--- config.mk ---
export PLATFORM = sky130hd
export DESIGN_NAME = nvg_alu
export DESIGN_NICKNAME = d
export VERILOG_FILES = /design/src/sv/assert_macros.svh /design/src/sv/nvg_pkg.sv /design/src/sv/nvg_alu.sv
export SDC_FILE = /design/constraint.sdc
export NUM_CORES = 2
export LEC_CHECK = 0
export ABC_CLOCK_PERIOD_IN_PS = 16800
export BUFFER_PORTS_ARGS = -buffer_cell sky130_fd_sc_hd__buf_2
export CELL_PAD_IN_SITES_DETAIL_PLACEMENT = 0
export CELL_PAD_IN_SITES_GLOBAL_PLACEMENT = 1
export CORE_UTILIZATION = 50
export CTS_BUF_LIST = sky130_fd_sc_hd__clkbuf_2
export CTS_CLUSTER_DIAMETER = 50
export CTS_CLUSTER_SIZE = 10
export DETAILED_ROUTE_END_ITERATION = 8
export PLACE_DENSITY = 0.89
export REMOVE_ABC_BUFFERS = 1
export SYNTH_ARGS = -nofsm -noshare
export SYNTH_HDL_FRONTEND = slang
export SYNTH_SLANG_ARGS = --single-unit
--- constraint.sdc ---
create_clock -name clock -period 16.8 [get_ports clock]
set_input_delay 4.2 -clock clock [delete_from_list [all_inputs] [get_ports clock]]
set_output_delay 4.2 -clock clock [all_outputs]
set_load 0.005 [all_outputs]
--- src/sv/assert_macros.svh ---
// Assertion macros used by the top-level RTL file.
`ifndef ASSERT_MACROS_SVH
`define ASSERT_MACROS_SVH
`ifndef ASSERT_OFF
// Same-cycle implication.
`define ASSERT_IMPLY(label, clk, rst, ante, cons) \
   label: assert property (@(posedge clk) disable iff (rst) (ante) |-> (cons)) \
      else $error("assertion failed");
// Next-cycle implication.
`define ASSERT_NEXT(label, clk, rst, ante, cons) \
   label: assert property (@(posedge clk) disable iff (rst) (ante) |=> (cons)) \
      else $error("assertion failed");
`else
`define ASSERT_IMPLY(label, clk, rst, ante, cons)
`define ASSERT_NEXT(label, clk, rst, ante, cons)
`endif
`endif

--- src/sv/nvg_pkg.sv ---
// Types, constants and saturation helpers of the N-body Verlet block.
package nvg_pkg;

   localparam logic [47:0] MAX_MAG = 48'hFFFF_FFFF_FFFF;
   localparam logic [47:0] MAX_POS = 48'h7FFF_FFFF_FFFF;
   localparam logic [47:0] MIN_NEG = 48'h8000_0000_0000;
   localparam logic signed [49:0] POS_LIM = 50'sh0_7FFF_FFFF_FFFF;
   localparam logic signed [49:0] NEG_LIM = 50'sh3_8000_0000_0000;
   localparam logic [31:0] TIME_STEP_RESET = 32'd42949673;
   localparam logic [47:0] GRAVITY_RESET = 48'h0001_0000_0000;
   localparam int unsigned PH_W = 4;

   typedef enum logic {
      CMD_LOAD = 1'b0,
      CMD_TICK = 1'b1
   } cmd_type;

   typedef enum logic {
      CSR_TIME_STEP = 1'b0,
      CSR_GRAVITY   = 1'b1
   } csr_type;

   typedef enum logic [1:0] {
      ALU_MUL  = 2'd0,
      ALU_MAC  = 2'd1,
      ALU_DIV  = 2'd2,
      ALU_SQRT = 2'd3
   } alu_op_type;

   typedef struct packed {
      logic        start;
      alu_op_type  op;
      logic [63:0] a;
      logic [63:0] b;
      logic [97:0] num;
      logic [48:0] den;
   } alu_req_type;

   typedef struct packed {
      logic        ov;
      logic [47:0] v;
   } sat_type;

   function automatic logic signed [49:0] sext50(input logic [47:0] x);
      sext50 = {{2{x[47]}}, x};
   endfunction

   function automatic logic [63:0] mag64(input logic signed [49:0] x);
      logic [49:0] n;
      n = x[49] ? (~x + 50'd1) : x;
      mag64 = {14'b0, n};
   endfunction

   // Signed product finish: take bits 95:32 of |a|*b, cap, apply sign.
   function automatic sat_type smul_fin(input logic [127:0] p, input logic neg);
      logic [63:0] mag;
      sat_type     r;
      if (p[127:96] != '0) mag = {16'b0, MAX_MAG};
      else mag = p[95:32];
      if (mag > {16'b0, MIN_NEG}) mag = {16'b0, MIN_NEG};
      if (neg) begin
         r.ov = 1'b0;
         r.v  = 48'(~mag + 64'd1);
      end else if (mag > {16'b0, MAX_POS}) begin
         r.ov = 1'b1;
         r.v  = MAX_POS;
      end else begin
         r.ov = 1'b0;
         r.v  = mag[47:0];
      end
      return r;
   endfunction

   // Unsigned product finish, capped at 2^48-1.
   function automatic sat_type umul_fin(input logic [127:0] p);
      sat_type r;
      if (p[127:80] != '0) begin
         r.ov = 1'b1;
         r.v  = MAX_MAG;
      end else begin
         r.ov = 1'b0;
         r.v  = p[79:32];
      end
      return r;
   endfunction

   // Quotient cap.
   function automatic sat_type div_cap(input logic [95:0] q, input logic [47:0] cap);
      sat_type r;
      if (q > {48'b0, cap}) begin
         r.ov = 1'b1;
         r.v  = cap;
      end else begin
         r.ov = 1'b0;
         r.v  = q[47:0];
      end
      return r;
   endfunction

   // Clamp a grown sum back to signed 48 bits.
   function automatic sat_type clamp50(input logic signed [49:0] s);
      sat_type r;
      if (s > POS_LIM) begin
         r.ov = 1'b1;
         r.v  = MAX_POS;
      end else if (s < NEG_LIM) begin
         r.ov = 1'b1;
         r.v  = MIN_NEG;
      end else begin
         r.ov = 1'b0;
         r.v  = s[47:0];
      end
      return r;
   endfunction

endpackage

--- src/sv/nvg_alu.sv ---
// Shared arithmetic unit: 64x64 multiply-accumulate, 96-bit divide, square root.
module nvg_alu import nvg_pkg::*; (
   input  logic          clock,
   input  logic          reset,
   input  alu_req_type   req,
   output logic          done,
   output logic [127:0]  res
);

   localparam logic [6:0] MUL_LAST  = 7'd3;
   localparam logic [6:0] DIV_LAST  = 7'd95;
   localparam logic [6:0] SQRT_LAST = 7'd48;

   logic         busy_ff, busy_in;
   logic         done_ff, done_in;
   alu_op_type   op_ff, op_in;
   logic [6:0]   cnt_ff, cnt_in;
   logic [63:0]  a_ff, a_in, b_ff, b_in;
   logic [127:0] acc_ff, acc_in;
   logic [97:0]  sh_ff, sh_in;
   logic [50:0]  rem_ff, rem_in;
   logic [48:0]  den_ff, den_in;
   logic [48:0]  root_ff, root_in;

   logic [31:0]  ah, bh;
   logic [63:0]  pp;
   logic [127:0] ppw;
   logic [49:0]  dt, dd;
   logic         dge;
   logic [52:0]  st, strial, sd;
   logic         sge;
   logic [6:0]   last_cnt;

   // Datapath of one step for each operation
   always_comb begin
      ah = cnt_ff[1] ? a_ff[63:32] : a_ff[31:0];
      bh = cnt_ff[0] ? b_ff[63:32] : b_ff[31:0];
      pp = ah * bh;
      priority if (cnt_ff[1] & cnt_ff[0]) ppw = {pp, 64'b0};
      else if (cnt_ff[1] | cnt_ff[0]) ppw = {32'b0, pp, 32'b0};
      else ppw = {64'b0, pp};

      dt  = {rem_ff[48:0], sh_ff[95]};
      dge = dt >= {1'b0, den_ff};
      dd  = dt - {1'b0, den_ff};

      st     = {rem_ff, sh_ff[97:96]};
      strial = {2'b0, root_ff, 2'b01};
      sge    = st >= strial;
      sd     = st - strial;

      unique case (op_ff)
         ALU_MUL, ALU_MAC: last_cnt = MUL_LAST;
         ALU_DIV:          last_cnt = DIV_LAST;
         ALU_SQRT:         last_cnt = SQRT_LAST;
      endcase
   end

   // Sequence the unit
   always_comb begin
      busy_in = busy_ff;
      done_in = 1'b0;
      op_in   = op_ff;
      cnt_in  = cnt_ff;
      a_in    = a_ff;
      b_in    = b_ff;
      acc_in  = acc_ff;
      sh_in   = sh_ff;
      rem_in  = rem_ff;
      den_in  = den_ff;
      root_in = root_ff;
      if (!busy_ff) begin
         if (req.start) begin
            busy_in = 1'b1;
            op_in   = req.op;
            cnt_in  = '0;
            a_in    = req.a;
            b_in    = req.b;
            den_in  = req.den;
            rem_in  = '0;
            root_in = '0;
            if (req.op == ALU_MUL) acc_in = '0;
            if (req.op == ALU_DIV) sh_in = {2'b00, req.num[95:0]};
            else sh_in = req.num;
         end
      end else begin
         unique case (op_ff)
            ALU_MUL, ALU_MAC: acc_in = acc_ff + ppw;
            ALU_DIV: begin
               rem_in = dge ? {1'b0, dd} : {1'b0, dt};
               sh_in  = {2'b00, sh_ff[94:0], dge};
            end
            ALU_SQRT: begin
               rem_in  = sge ? sd[50:0] : st[50:0];
               root_in = {root_ff[47:0], sge};
               sh_in   = {sh_ff[95:0], 2'b00};
            end
         endcase
         cnt_in = cnt_ff + 7'd1;
         if (cnt_ff == last_cnt) begin
            busy_in = 1'b0;
            done_in = 1'b1;
         end
      end
   end

   always_ff @(posedge clock) begin
      if (reset) begin
         busy_ff <= 1'b0;
         done_ff <= 1'b0;
         op_ff   <= ALU_MUL;
         cnt_ff  <= '0;
      end else begin
         busy_ff <= busy_in;
         done_ff <= done_in;
         op_ff   <= op_in;
         cnt_ff  <= cnt_in;
      end
      a_ff    <= a_in;
      b_ff    <= b_in;
      acc_ff  <= acc_in;
      sh_ff   <= sh_in;
      rem_ff  <= rem_in;
      den_ff  <= den_in;
      root_ff <= root_in;
   end

   // Present the result of the last operation
   always_comb begin
      unique case (op_ff)
         ALU_MUL, ALU_MAC: res = acc_ff;
         ALU_DIV:          res = {32'b0, sh_ff[95:0]};
         ALU_SQRT:         res = {79'b0, root_ff};
      endcase
   end

   assign done = done_ff;

endmodule

# After elaboration in Yosys (flattened, before gate mapping)
# Cells that the tools add are included.
[totals]
in_bits = 280
word_cells = 67
latch_bits = 0
mem_count = 0
romBits = 0
out_inout_bits = 129
ram_bits = 0
register_bits = 514
[op_classes]
mul = 1
n_eq_ne = 8
n_mux = 28
div = 0
magnitude_cmp = 2
shifts = 0
n_reduce_logical = 10
bitwise = 3
add_sub_neg = 4
[ops]
columns = ["op", "count"]
rows = [
  ["$mux 128", 5],
  ["$pmux 128 s3", 1],
  ["$mux 98", 3],
  ["$pmux 98 s2", 1],
  ["$mux 51", 3],
  ["$mux 49", 3],
  ["$add 128x128->128", 1],
  ["$pmux 51 s2", 1],
  ["$mux 96", 1],
  ["$mul 32x32->64", 1],
  ["$mux 32", 2],
  ["$ge 53x51->1", 1],
  ["$sub 51x51->51", 1],
  ["$ge 50x49->1", 1],
  ["$mux 50", 1],
  ["$sub 50x49->50", 1],
  ["$pmux 7 s3", 1],
  ["$mux 7", 2],
  ["$add 7x1->7 const B", 1],
  ["$eq 7x7->1", 1],
  ["$eq 2x2->1 const B", 3],
  ["$reduce_and 2->1", 3],
  ["$logic_not 2->1", 2],
  ["$mux 1", 4],
  ["other kinds (9)", 12],
]

# Longest topological paths before layout
[depth]
ltp_word = 7
ltp_mapped = 49

# Least setup slack after synthesis
# Ideal clock, no wire load.
[synth_path]
path_kind = "in2reg"
start = "in req[277] (netlist bit)"
end = "reg acc_ff[0], enable pin"
required_time_ps = 15988
arrival_ps = 13857
setup_time_ps = 812
setup_slack_ps = 2132
n_path_buf = 0
stages = 2
path_cell_list = "nand2_1 > o32ai_1"
[synth_between]
elab_chain_cells = 2
[synth_lines]
columns = ["item", "line_no", "text"]
rows = [
  ["from (decl)", "nvg_alu.sv:5", "input alu_req_type req,"],
  ["$reduce_bool 2->1 (no line)", "n/a", ""],
  ["$reduce_and 3->1 (no line)", "n/a", ""],
  ["to (signal assigned)", "nvg_alu.sv:121", "acc_ff <= acc_in;"],
  ["to (decl)", "nvg_alu.sv:19", "logic [127:0] acc_ff, acc_in;"],
]
# Every way passes these cells.
# A chain may end at the register's enable or synchronous reset.

# Worst setup path in the final report
[layout_path]
start = "reg cnt_ff[1]"
end = "reg acc_ff[120] (data pin)"
[layout_between]
elab_chain_cells = 7
[layout_lines]
columns = ["item", "line_no", "text"]
rows = [
  ["from (decl)", "nvg_alu.sv:17", "logic [6:0] cnt_ff, cnt_in;"],
  ["from (signal assigned)", "nvg_alu.sv:117", "cnt_ff <= cnt_in;"],
  ["$mux 32", "nvg_alu.sv:36", "ah = cnt_ff[1] ? a_ff[63:32] : a_ff[31:0];"],
  ["$mul 32x32->64", "nvg_alu.sv:38", "pp = ah * bh;"],
  ["$mux 96", "nvg_alu.sv:40", "else if (cnt_ff[1] | cnt_ff[0]) ppw = {32'b0, pp, 32'b0};"],
  ["$mux 128 (*)", "nvg_alu.sv:39", "priority if (cnt_ff[1] & cnt_ff[0]) ppw = {pp, 64'b0};"],
  ["$add 128x128->128 (*)", "nvg_alu.sv:88", "ALU_MUL, ALU_MAC: acc_in = acc_ff + ppw;"],
  ["$mux 128 (*)", "nvg_alu.sv:87", "unique case (op_ff)"],
  ["$mux 128 (*)", "nvg_alu.sv:72", "if (!busy_ff) begin"],
]
# Every way passes the cells marked *; elsewhere a longest branch is shown, timed or not. The select of a mux whose other input is x is not followed.

==> run_results.csv <==
group,metric,value,unit
finish,drive_gt1_frac,0.0976,
clock_network,cts_hold_buf,0,
finish,layout_common_cells,"nor2_1, inv_1, nand2_1",
logic_synthesis,ys_types,94,
worst_hold_path,hp-class,"reg -> reg",
logic_synthesis,synth_top_area_frac,0.256,
job,maxCapViolCount,0,
floorplanning,fp-row-count,137,
clock_network,cts_max_path_buffers,3,
finish,syn_to_final_growth,6.48,%
floorplanning,core,139000,sq um
timing,finalMaxSlewViolations,0,
timing,fin_worst_skew,263,ps
timing,period_minus_slack,13970,ps
worst_setup_path,required,17850,ps
clock_network,clkTransAtPathRegs,190,ps
logic_synthesis,synthFlopType,"edfxtp_1",
logic_synthesis,yosys_warnings,0,
logic_synthesis,synth_top_cell_by_area,"fa_1",
logic_synthesis,async_reset_ff_frac,0,
logic_synthesis,synthAdderAreaFrac,0.344,
finish,nets,9793,
logic_synthesis,synth_xor_area_frac,0.0344,
floorplanning,io_pins,409,
worst_setup_path,cp_max_fo,53,
timing,maxSlewHeadroom,0.169,
worst_setup_path,critPathTopFamily,"adder cells",
timing,setup_viol,0,
worst_setup_path,end_kind,"flip-flop",
worst_setup_path,startpoint_type,"flip-flop",
status,status,"finished, final reports clean",
logic_synthesis,synth-edff-count,503,
timing,finalHoldViolCount,0,
logic_synthesis,ys_top_cells_by_area,"fa_1, edfxtp_1, ha_1",
timing,max_freq,0.0716,GHz
detailed_routing,drt_first_pass_iters,6,
floorplanning,fp.dieH,376,microns
finish,final_common_cell,"nor2_1",
detailed_routing,vias,59300,
clock_network,cts-buffers-inserted,83,
logic_synthesis,postSynthCellCount,7970,
detailed_routing,wl,232000,microns
detailed_routing,via_per_inst,5.89,
worst_setup_path,critPathKind,"reg -> reg",
finish,fill_cells,13000,
logic_synthesis,synthMuxAreaShare,0.0321,
logic_synthesis,synth_compound_area_frac,0.131,
detailed_routing,drtAntennaViolNets,0,
detailed_routing,wl_per_cell,23.1,microns
logic_synthesis,synthSimpleGateAreaFrac,0.157,
clock_network,postCtsSetupBuffers,0,
logic_synthesis,syn_area_per_cell,8.80,sq um
clock_network,cts_max_level,3,
global_routing,overflow,0,
logic_synthesis,netlist_area,70100,sq um
clock_network,root_buffer,"clkbuf_2",
floorplanning,dieArea,142000,sq um
timing,tightestPinTransition,1240,ps
worst_setup_path,critical_path.max_stage_delay,930,ps
logic_synthesis,synth_top_family_by_area,"adder cells",
detailed_routing,drc_errors,0,
worst_setup_path,cp_slowest_cell,"o311ai_0",
timing,fin_setup_tns,0,ps
worst_setup_path,cp.arrival,15020,ps
global_routing,grt_pass1_wl,354000,microns
clock_network,postCtsResizedCells,0,
placed_design,port-buffer-count,408,
finish,postLayoutCoreUtil,0.536,
clock_network,clk_latency,1530,ps
global_routing,grt_pass1_vias,59400,
global_routing,antenna_found_initial,16,
timing,rsz0062_at_grt,"no",
floorplanning,die_w,376,microns
global_routing,grtUsageTotal,0.328,
logic_synthesis,synth-seq-cells,514,
worst_setup_path,crit_buf_inv,5,
finish,multi_input_area,49200,sq um
clock_network,cts_tree,"yes",
timing,final.period_utilization,0.832,
clock_network,clkSinkCount,514,
finish,ff_latch_area,15300,sq um
worst_setup_path,cp_common_cell,"fa_1",
placed_design,dp_hpwl,186000,microns
global_routing,grt_max_degree,107,
logic_synthesis,ys_seq_area_frac,0.219,
placed_design,place_congestion,0.997,
floorplanning,initial_utilization,0.503,
detailed_routing,drtIter0Drc,5421,
[sequential cells by signal, indices dropped and copies added, names as in the netlist]
name     count
rem_ff      51
b_ff        64
root_ff     49
den_ff      49
sh_ff       98
acc_ff     128
done         1
a_ff        64
op_ff        2
busy_ff      1
cnt_ff       7
[final cells by class]
type | instances | area share
flip-flops and latches | 514 | 0.206
repair buffers | 494 | 0.0360
well taps | 1876 | 0.0314
inverters | 1094 | 0.0552
clock inverters | 52 | 0.00630
multi-input cells | 5936 | 0.659
diodes | 8 | 0.000268
clock buffers | 90 | 0.00603
[worst paths after layout]
path                   from     endpoint  slack, ps  depth (start not counted)
hold reg to reg   cnt_ff[3]    cnt_ff[3]        530                          2
setup reg to reg  cnt_ff[1]  acc_ff[120]       2830                         41
setup / recovery  cnt_ff[1]  acc_ff[120]       2830                         41
hold / removal    cnt_ff[3]    cnt_ff[3]        530                          2
[synth_stat cells (19+ instances only)]
| cell | count |
|---|---|
| clkbuf_1 | 372 |
| o211ai_1 | 19 |
| nand2b_1 | 44 |
| fa_1 | 898 |
| a21oi_1 | 443 |
| nor2b_1 | 62 |
| nand3_1 | 72 |
| nor2_1 | 1144 |
| and3_1 | 33 |
| nor3_1 | 64 |
| o21a_1 | 33 |
| buf_1 | 23 |
| o21bai_1 | 69 |
| o21ai_0 | 263 |
| a21o_1 | 215 |
| xor2_1 | 107 |
| inv_1 | 1093 |
| nand4_1 | 89 |
| mux2_2 | 63 |
| edfxtp_1 | 503 |
| and2_1 | 76 |
| xnor2_1 | 168 |
| mux2i_1 | 154 |
| o31ai_1 | 23 |
| a211oi_1 | 68 |
| a31oi_1 | 129 |
| nand2_1 | 949 |
| ha_1 | 492 |
[layer usage]
layer  GRT usage  routed length (microns)
met3      0.0697                    23300
met4       0.127                     9860
met2       0.500                   103000
met5           0                       89
met1       0.456                    96400
[through the flow]
step / area (sq um) / setup WS [ps] / hold WS, ps / std cells
6_report: 74600 / 2830 / 527 / 10100
5_1_grt: 74600 / 2010 / 576 / 10100
4_1_cts: 74600 / 2850 / 521 / 10100
3_5_place_dp: 73700 / 2930 / 499 / 9914
3_3_place_gp: 73700 / 3090 / 491 / 9914
2_1_floorplan: 68400 / -193 / 460 / 7544
[logic make-up after synthesis]
kind of cell	Yosys count
compound gates	1445
buf+inv	1520
simple gates	2609
flops	514
mux	217
xor+xnor	275
fa+ha+maj	1390
[worst register-to-register path, delay by kind of cell, from the launching register on]
kind / cells / cell delay [ps]
multiplexers: 1 / 900
buffers and inverters: 5 / 1000
XOR/XNOR: 2 / 580
adder cells (fa/ha/maj): 10 / 4450
flip-flops: 1 / 590
AND/OR/NAND/NOR: 10 / 2270
AO/OA/AOI/OAI: 13 / 3830
Power is not shown: default switching activity piles up to over one toggle a cycle in this logic, so the estimate is an artifact.
